### config.mk
export PLATFORM = sky130hd
export DESIGN_NAME = bfs_datapath
export DESIGN_NICKNAME = d
export VERILOG_FILES = /design/src/rtl/core/bfs_pkg.sv /design/src/rtl/core/bfs_datapath.sv
export SDC_FILE = /design/constraint.sdc
export NUM_CORES = 2
export LEC_CHECK = 0
export ABC_AREA = 1
export BUFFER_PORTS_ARGS = -buffer_cell sky130_fd_sc_hd__buf_2
export CORE_ASPECT_RATIO = 0.75
export CORE_MARGIN = 5
export CORE_UTILIZATION = 55
export DETAILED_ROUTE_END_ITERATION = 8
export GPL_TIMING_DRIVEN = 0
export HOLD_SLACK_MARGIN = 0.03
export PLACE_DENSITY = 0.8
export SLEW_MARGIN = 20
export SYNTH_ARGS = -nofsm -noshare
export SYNTH_HDL_FRONTEND = slang
export SYNTH_SLANG_ARGS = --single-unit
### constraint.sdc
create_clock -name clk_i -period 9.05 [get_ports clk_i]
set_input_delay 1.81 -clock clk_i [delete_from_list [all_inputs] [get_ports clk_i]]
set_output_delay 1.81 -clock clk_i [all_outputs]
set_load 0.03 [all_outputs]
### src/rtl/core/bfs_pkg.sv
// Package for the bar falloff smoother: widths, register codes, shared types.
// Used by the state store, datapath and top level; depends on nothing.
`timescale 1ns / 1ps

package bfs_pkg;

  localparam int unsigned MAX_BARS    = 256;
  localparam int unsigned BAR_W       = 8;
  localparam int unsigned ADDR_W      = (MAX_BARS > 1) ? $clog2(MAX_BARS) : 1;
  localparam int unsigned LEVEL_W     = 24;
  localparam int unsigned OUT_W       = 31;
  localparam int unsigned GAIN_W      = 16;
  localparam int unsigned LIMIT_W     = 24;
  localparam int unsigned CNT_W       = 16;
  localparam int unsigned DATA_W      = 32;
  localparam int unsigned GRAV_SHIFT  = 8;
  localparam int unsigned INTEG_SHIFT = 16;
  localparam int unsigned SQ_W        = 2 * CNT_W;
  localparam int unsigned DROPF_W     = GAIN_W + SQ_W;
  localparam int unsigned DROP_W      = DROPF_W - GRAV_SHIFT;
  localparam int unsigned PROD_W      = DATA_W + GAIN_W + 1;
  localparam int unsigned SAT_W       = DROP_W + 2;
  localparam int unsigned CFG_IDX_W   = 2;
  localparam int unsigned CFG_DATA_W  = 24;

  localparam logic [CNT_W-1:0]   FALL_MAX     = '1;
  localparam logic [GAIN_W-1:0]  GRAVITY_RST  = 16'd51;
  localparam logic [GAIN_W-1:0]  INTEGRAL_RST = 16'd45875;
  localparam logic [LIMIT_W-1:0] LIMIT_RST    = 24'd1600;
  localparam logic               AUTOSENS_RST = 1'b1;

  typedef enum logic [CFG_IDX_W-1:0] {
    REG_GRAVITY  = 2'd0,
    REG_INTEGRAL = 2'd1,
    REG_LIMIT    = 2'd2,
    REG_AUTOSENS = 2'd3
  } cfg_reg_e;

  typedef enum logic {
    KIND_LEVEL = 1'b0,
    KIND_CLEAR = 1'b1
  } item_kind_e;

  typedef struct packed {
    logic [GAIN_W-1:0]  gravity;
    logic [GAIN_W-1:0]  integral;
    logic [LIMIT_W-1:0] limit;
    logic               autosens;
  } cfg_t;

  // per-bar state word; held_peak only ever holds a raw level
  typedef struct packed {
    logic [DATA_W-1:0]  last_out;
    logic [LEVEL_W-1:0] held_peak;
    logic [CNT_W-1:0]   fall_count;
    logic [DATA_W-1:0]  integ;
  } state_t;

  localparam int unsigned STATE_W = $bits(state_t);

  typedef struct packed {
    item_kind_e         kind;
    logic [BAR_W-1:0]   bar;
    logic [LEVEL_W-1:0] level;
  } tag_t;

  typedef struct packed {
    logic              we;
    logic [ADDR_W-1:0] addr;
    state_t            data;
  } wr_t;

  typedef struct packed {
    logic             vld;
    logic [BAR_W-1:0] bar;
    logic [OUT_W-1:0] level;
    logic             over;
  } res_t;

  function automatic logic [DATA_W-1:0] sat32(input logic signed [SAT_W-1:0] v);
    logic signed [SAT_W-1:0] hi;
    logic signed [SAT_W-1:0] lo;
    hi = SAT_W'(signed'(33'sh0_7FFF_FFFF));
    lo = SAT_W'(signed'(33'sh1_8000_0000));
    if (v > hi) begin
      return {1'b0, {(DATA_W-1){1'b1}}};
    end else if (v < lo) begin
      return {1'b1, {(DATA_W-1){1'b0}}};
    end
    return v[DATA_W-1:0];
  endfunction

endpackage

### src/rtl/core/bfs_datapath.sv
// Four-stage falloff and integrator pipeline between state read and write-back.
// Also flags bars still in flight. Depends on bfs_pkg.
`timescale 1ns / 1ps

module bfs_datapath (
  input  logic                       clk_i,
  input  logic                       rst_ni,
  input  logic                       adv_i,
  input  logic                       in_vld_i,
  input  bfs_pkg::tag_t              in_tag_i,
  input  logic [bfs_pkg::BAR_W-1:0]  cand_bar_i,
  output logic                       hazard_o,
  input  bfs_pkg::state_t            rd_state_i,
  input  bfs_pkg::cfg_t              cfg_i,
  output bfs_pkg::wr_t               wr_o,
  output bfs_pkg::res_t              res_o
);

  localparam int unsigned DW = bfs_pkg::DATA_W;
  localparam int unsigned LW = bfs_pkg::LEVEL_W;
  localparam int unsigned SW = bfs_pkg::SAT_W;
  localparam int unsigned PW = bfs_pkg::PROD_W;
  localparam int unsigned DSH_W = PW - bfs_pkg::INTEG_SHIFT;

  logic                          s1_vld_q, s2_vld_q, s3_vld_q, s4_vld_q;
  bfs_pkg::tag_t                 s1_tag_q, s2_tag_q, s3_tag_q, s4_tag_q;
  bfs_pkg::state_t               s2_st_q, s3_st_q, s4_st_q;
  logic [bfs_pkg::SQ_W-1:0]      s2_sq_q, s2_sq_d;
  logic                          s2_fall_q, s2_fall_d, s3_fall_q;
  logic [bfs_pkg::DROPF_W-1:0]   s3_dropf_q, s3_dropf_d;
  logic [PW-1:0]                 s3_prod_q, s3_prod_d;
  logic [DW-1:0]                 s4_f_q, s4_f_d, s4_d_q, s4_d_d;
  bfs_pkg::state_t               s4_st_d;

  logic                          grav_on, integ_on, falling, neg;
  logic [bfs_pkg::DROP_W-1:0]    drop;
  logic [DW-1:0]                 fv, lvl_ext, sres, fo;
  logic [PW-1:0]                 mag;
  logic [DSH_W-1:0]              dsh;
  logic [DW:0]                   sum;
  bfs_pkg::state_t               nst;

  assign grav_on  = cfg_i.gravity != '0;
  assign integ_on = cfg_i.integral != '0;

  // stage 1: count squared, falling test against last output
  assign s2_sq_d   = bfs_pkg::SQ_W'(rd_state_i.fall_count) *
                     bfs_pkg::SQ_W'(rd_state_i.fall_count);
  assign s2_fall_d = $signed({{(DW+1-LW){1'b0}}, s1_tag_q.level}) <
                     $signed({rd_state_i.last_out[DW-1], rd_state_i.last_out});

  // stage 2: gravity drop and integrator decay products
  assign s3_dropf_d = bfs_pkg::DROPF_W'(cfg_i.gravity) * bfs_pkg::DROPF_W'(s2_sq_q);
  assign s3_prod_d  = PW'({{(PW-DW){s2_st_q.integ[DW-1]}}, s2_st_q.integ} *
                          {{(PW-bfs_pkg::GAIN_W){1'b0}}, cfg_i.integral});

  // stage 3: falloff value and decayed memory, rounded toward zero
  assign drop    = s3_dropf_q[bfs_pkg::DROPF_W-1:bfs_pkg::GRAV_SHIFT];
  assign fv      = bfs_pkg::sat32({{(SW-LW){1'b0}}, s3_st_q.held_peak} -
                                  {{(SW-bfs_pkg::DROP_W){1'b0}}, drop});
  assign lvl_ext = {{(DW-LW){1'b0}}, s3_tag_q.level};
  assign falling = grav_on && s3_fall_q;
  assign s4_f_d  = falling ? fv : lvl_ext;

  assign neg    = s3_prod_q[PW-1];
  assign mag    = neg ? (~s3_prod_q + PW'(1)) : s3_prod_q;
  assign dsh    = neg ? (~mag[PW-1:bfs_pkg::INTEG_SHIFT] + DSH_W'(1))
                      : mag[PW-1:bfs_pkg::INTEG_SHIFT];
  assign s4_d_d = dsh[DW-1:0];

  always_comb begin
    s4_st_d = s3_st_q;
    if (grav_on) begin
      s4_st_d.last_out = s4_f_d;
      if (s3_fall_q) begin
        if (s3_st_q.fall_count != bfs_pkg::FALL_MAX) begin
          s4_st_d.fall_count = s3_st_q.fall_count + bfs_pkg::CNT_W'(1);
        end
      end else begin
        s4_st_d.held_peak  = s3_tag_q.level;
        s4_st_d.fall_count = '0;
      end
    end
  end

  // stage 4: integrate, write back, form the result
  assign sum  = {s4_d_q[DW-1], s4_d_q} + {s4_f_q[DW-1], s4_f_q};
  assign sres = integ_on ? bfs_pkg::sat32({{(SW-DW-1){sum[DW]}}, sum}) : s4_f_q;
  assign fo   = ($signed(sres) < $signed(DW'(1))) ? DW'(1) : sres;

  always_comb begin
    nst = s4_st_q;
    if (integ_on) begin
      nst.integ = sres;
    end
  end

  assign wr_o.we   = s4_vld_q && adv_i;
  assign wr_o.addr = s4_tag_q.bar[bfs_pkg::ADDR_W-1:0];
  assign wr_o.data = (s4_tag_q.kind == bfs_pkg::KIND_CLEAR) ? '0 : nst;

  assign res_o.vld   = s4_vld_q && (s4_tag_q.kind == bfs_pkg::KIND_LEVEL);
  assign res_o.bar   = s4_tag_q.bar;
  assign res_o.level = fo[bfs_pkg::OUT_W-1:0];
  assign res_o.over  = cfg_i.autosens &&
                       (fo[bfs_pkg::OUT_W-1:0] > bfs_pkg::OUT_W'(cfg_i.limit));

  assign hazard_o = (s1_vld_q && (s1_tag_q.bar == cand_bar_i)) ||
                    (s2_vld_q && (s2_tag_q.bar == cand_bar_i)) ||
                    (s3_vld_q && (s3_tag_q.bar == cand_bar_i)) ||
                    (s4_vld_q && (s4_tag_q.bar == cand_bar_i));

  always_ff @(posedge clk_i or negedge rst_ni) begin
    if (!rst_ni) begin
      s1_vld_q <= 1'b0;
      s2_vld_q <= 1'b0;
      s3_vld_q <= 1'b0;
      s4_vld_q <= 1'b0;
    end else if (adv_i) begin
      s1_vld_q <= in_vld_i;
      s2_vld_q <= s1_vld_q;
      s3_vld_q <= s2_vld_q;
      s4_vld_q <= s3_vld_q;
    end
  end

  always_ff @(posedge clk_i) begin
    if (adv_i) begin
      s1_tag_q   <= in_tag_i;
      s2_tag_q   <= s1_tag_q;
      s2_st_q    <= rd_state_i;
      s2_sq_q    <= s2_sq_d;
      s2_fall_q  <= s2_fall_d;
      s3_tag_q   <= s2_tag_q;
      s3_st_q    <= s2_st_q;
      s3_fall_q  <= s2_fall_q;
      s3_dropf_q <= s3_dropf_d;
      s3_prod_q  <= s3_prod_d;
      s4_tag_q   <= s3_tag_q;
      s4_st_q    <= s4_st_d;
      s4_f_q     <= s4_f_d;
      s4_d_q     <= s4_d_d;
    end
  end

endmodule

==> Word level (Yosys, flattened, before mapping) <==
Index checks and enable logic that the tools add are counted.
{ "totals": {"reg_bits": 619, "out_inout_bits": 155, "wordCells": 91} }
{ "classes": {"addsub": 5, "multipliers": 3, "order_cmp": 7, "n_eq_ne": 5, "n_mux": 21, "bitwise": 3, "reduce_logical": 13} }
{ "op_table": {"columns": ["op", "count"], "rows": [
  ["$mux W32", 10],
  ["$mux W104", 1],
  ["$mux W72", 1],
  ["$mul A32 B17 Y49", 1],
  ["$add A48 B1 Y48 const B", 1],
  ["$mul A16 B32 Y48", 1],
  ["$mux W48", 1],
  ["$not A48 Y48", 1],
  ["$gt A41 B32 Y1 const B", 1],
  ["$lt A41 B32 Y1 const B", 1],
  ["$sub A24 B40 Y41", 1],
  ["$add A32 B32 Y33", 1],
  ["$gt A33 B32 Y1 const B", 1],
  ["$lt A33 B32 Y1 const B", 1],
  ["$add A32 B1 Y32 const B", 1],
  ["$eq A8 B8 Y1", 4],
  ["$lt A25 B32 Y1", 1],
  ["$lt A32 B2 Y1 const B", 1],
  ["$mul A16 B16 Y32", 1],
  ["$mux W16", 2],
  ["$not A32 Y32", 1],
  ["$reduce_bool A16 Y1", 2],
  ["$gt A31 B24 Y1", 1],
  ["$mux W31", 1],
  ["other kinds (7)", 19]
]} }

==> Longest topological paths before layout <==
{ "depth": {"depth_word": 10, "ltp_mapped": 41, "ltp_nobuf": 39} }

==> Worst setup path before layout <==
No wires, ideal clock.
{ "synth_path": {"path_type": "input to register", "startpoint": "in cfg_i[32] (netlist name)", "endpoint": "reg s3_prod_q[47], data pin", "setup_ns": 0.258, "arrival_time_ns": 7.532, "path_slack_ns": 1.260, "cell_stages": 29, "n_path_buf": 2, "path_cell_list": "clkbuf_1 clkbuf_1 nand2_1 fa_1 inv_1 fa_1 inv_1 fa_1 inv_1 fa_1 inv_1 fa_1 inv_1 fa_1 ha_1 a21oi_1 o21ai_0 a21oi_1 o21ai_0 a21boi_0 o21ai_0 nand2_1 nand2_1 nand2_1 o211ai_1 nand2_1 inv_1 o21ai_0 nand2_1"} }
{ "synth_via": {"elab_chain_len": 1} }
{ "synth_rtl": {"columns": ["element", "line", "rtl"], "rows": [
  ["from (decl)", "bfs_datapath.sv:14", "input bfs_pkg::cfg_t cfg_i,"],
  ["$mul A32 B17 Y49", "bfs_datapath.sv:54", "assign s3_prod_d = PW'({{(PW-DW){s2_st_q.integ[DW-1]}}, s2_st_q.integ} *"],
  ["net s3_prod_d[47]", "bfs_datapath.sv:31", "logic [PW-1:0] s3_prod_q, s3_prod_d;"],
  ["to (signal assigned)", "bfs_datapath.sv:138", "s3_prod_q <= s3_prod_d;"],
  ["to (decl)", "bfs_datapath.sv:31", null]
]} }
The timed path passes the listed nets, and every way through them passes these cells.
A chain may end at the register's enable or synchronous reset.

==> Final worst setup path <==
{ "layout_path": {"startpoint": "in cfg_i[37] (netlist name)", "endpoint": "reg s3_prod_q[47], data pin"} }
Same word-level chain as after synthesis.

==> impl_metrics.tcl <==
set metrics [dict create \
    hpwlAfterDp_um 183000 \
    die_width_um 424 \
    worst_max_slew_pin_slew_ns 1.15 \
    row_count 113 \
    clkSlewWorstSetupHoldPaths_ns 0.06 \
    tritoncts "done" \
    synthesis.instances 8067 \
    setup_failing_eps_final 0 \
    synth.cell_area_mm2 0.0706 \
    routedWlPerCell_um 21.2 \
    finalClockSkew_ns 0.0331 \
    asyncSetResetFlopFracSynth_pct 0.657 \
    ff_latch_area_mm2 0.0183 \
    vias_after_detailed_routing 55600 \
    ctsHoldBuffers 0 \
    synth-seq-cells 609 \
    synthFlopType "edfxtp_1" \
    maxCapViolations 0 \
    grt_setup_unrepaired "yes" \
    start_util_pct 55.5 \
    outcome "complete, no violations" \
    number_of_filler_cells_placed_in_the_layout 10800 \
    post_drt_via_cell_ratio 5.45 \
    synth_common_cells "inv_1 (2,071), nand2_1 (1,965), fa_1 (1,062)" \
    maxSlewViolCount 0 \
    num_io_pins 361 \
    gpl.final_weighted_congestion 1.03 \
    cpLargestDelayFamily "adder cells" \
    grt.overflow.total 0 \
    layout-drive-gt1-share_pct 6.64 \
    syn2layout_area_growth_pct 8.65 \
    yosysTopAreaCellShare_pct 30.1 \
    grt_antenna_before_repair 18 \
    die-area_mm2 0.136 \
    critical_path.most_common_cell "nand2_1" \
    layout_min_cycle_time_ns 8.78 \
    crit_end "s3_prod_q[47]" \
    synth_cell_type_count 59 \
    finalCoreUtilization_pct 60.3 \
    reg2reg_to "s3_prod_q[47]" \
    via_count_of_the_first_global_routing_pass 56400 \
    worst_setup_path_end_kind "flip-flop" \
    pre_cts_slack_ns -0.263 \
    clock_tree.buffer_depth 3 \
    finalWirelength_um 217000 \
    grt_pass1_wl_um 332000 \
    grt_start_max_net_pins 109 \
    worst_setup_path_startpoint "cfg_i[37]" \
    cts_inserted_buffers 67 \
    synth_top_cells_by_area "fa_1 (30%), edfxtp_1 (26%), inv_1 (11%), nand2_1 (10%), ha_1 (7.9%)" \
    cts.htree.levels 3 \
    drt_drc_violations_left 0 \
    drtIter0Drc 5886 \
    multiInputGateArea_mm2 0.0431 \
    path_length_in_cells_of_the_critical_path 28 \
    postCtsSetupRepairBufs 0 \
    synth-warning-count 0 \
    io_buffer_count 344 \
    timing.critical_path.slowest_cell_delay_ns 0.65 \
    required_time_worst_endpoint_ns 9.46 \
    die_height_um 320 \
    layout.nets 10200 \
    fmaxAchievable_mhz 114 \
    synth_area_per_inst_um2 8.75 \
    synth_seq_area_share_pct 25.9 \
    timing.critical_path.buf_inv 7 \
    critPathKind "primary input to flip-flop" \
    number_of_sinks_handled_by_clock_tree_synthesis 609 \
    timing.reg2reg.worst_path_depth 29 \
    number_of_enable_flip_flop_cells_after_synthesis 605 \
    synth_most_common_cell "inv_1" \
    first_pass_iters 8 \
    antenna_left 0 \
    groute.usage.overall_pct 32.1 \
    layout_worst_path_cycle_share_pct 97.1 \
    netlist.top_cell.by_area "fa_1" \
    coreArea_mm2 0.127 \
    fin_hold_ws_ns 0.410 \
    worstPathMaxFanout 10 \
    crit_slowest_cell "clkbuf_1" \
    min-delay-path-class "flip-flop to flip-flop" \
    slew-limit-headroom_pct 23.1 \
    hold_viol 0 \
    worst_hold_startpoint "s2_st_q[36]" \
    setup.reg_to_reg.worst_slack_ns 0.84 \
    cp.arrival_ns 9.19 \
    cts.root.buffer_cell "clkbuf_16" \
    worstSkewPairLatency_ns 0.67 \
    critical_path.startpoint_type "primary input" \
    layout_setup_ws_ns 0.265 \
    r2r_start "s2_st_q[10]" \
]
## state kept, by name, indices dropped and copies added, names as in the netlist, 9 cells and up
| register | count |
|---|---|
| s1_tag_q | 33 |
| s4_st_q | 32 |
| s4_f_q | 32 |
| s3_st_q | 104 |
| s3_tag_q | 9 |
| s2_sq_q | 30 |
| s2_st_q | 104 |
| s3_prod_q | 49 |
| nst | 72 |
| lvl_ext | 24 |
| s3_dropf_q | 40 |
| s2_tag_q | 33 |
| s4_d_q | 32 |
## area by class of cell
type,count,share of cell area (%)
multi-input cells,5042,56.2
flip-flops and latches,609,23.8
inverters,2078,10.2
well taps,1667,2.72
repair buffers,350,2.47
clock buffers,75,2.22
plain buffers,341,1.84
clock inverters,43,0.486
diodes,9,0.0294
## per-stage QoR
step / cells / TNS, ns / instance area [um2]
after floorplan: 8070 / 0 / 70600
after global placement: 10100 / -1616.91 / 74400
after detailed placement: 10100 / -1.18 / 74600
after CTS: 10200 / 0 / 76700
after global routing: 10200 / -0.0435 / 76700
final: 10200 / 0 / 76700
## kinds of logic after synthesis
group	Yosys count	share of synthesized area, %
simple gates	2729	15.5
fa+ha+maj	1509	38.0
other cells	2	0.0106
flops	609	25.9
xor+xnor	263	3.26
compound gates	535	4.28
buf+inv	2419	13.0
mux	1	0.0159
## metal layers
layer	global-route usage (%)	wire length, um	share of wire (%)
met1	45.9	89400	41
met5	0	41	0.019
met2	47.0	91400	42
met4	10.0	7620	3.5
met3	10.3	28500	13
## worst min path at each step
stage                       end  slack (ns)  cells past startpoint
finish              s3_st_q[36]        0.41                      0
detailed placement  lvl_ext[20]        0.40                      0
floorplan            lvl_ext[0]        0.40                      0
CTS                 s3_st_q[68]        0.40                      0
global placement    s4_st_q[22]        0.40                      0
global route        s4_st_q[28]        0.41                      0
## cell usage in the layout (no fill, tap or decap), types with 20 or more instances in the layout
cell type,Yosys,layout
a21oi_1,256,256
a31oi_1,36,36
buf_2,5,348
clkbuf_1,304,302
clkbuf_16,0,67
edfxtp_1,605,605
fa_1,1062,1062
ha_1,447,447
inv_1,2071,2071
nand2_1,1965,1965
nand3_1,135,135
nand4_1,44,44
nor2_1,412,412
nor2_2,20,20
nor3_1,47,47
nor4_1,28,28
o21ai_0,133,132
or2_2,38,38
xnor2_1,95,95
xor2_1,168,168
## timing repair
| item | in CTS | in global routing |
|---|---|---|
| endpoints found under the setup margin | 0 | 6 |
| resized for setup | 0 | 21 |
| hold endpoints to repair | 0 | 0 |
Power is not shown: default switching activity piles up to over one toggle a cycle in this logic, so the estimate is an artifact.
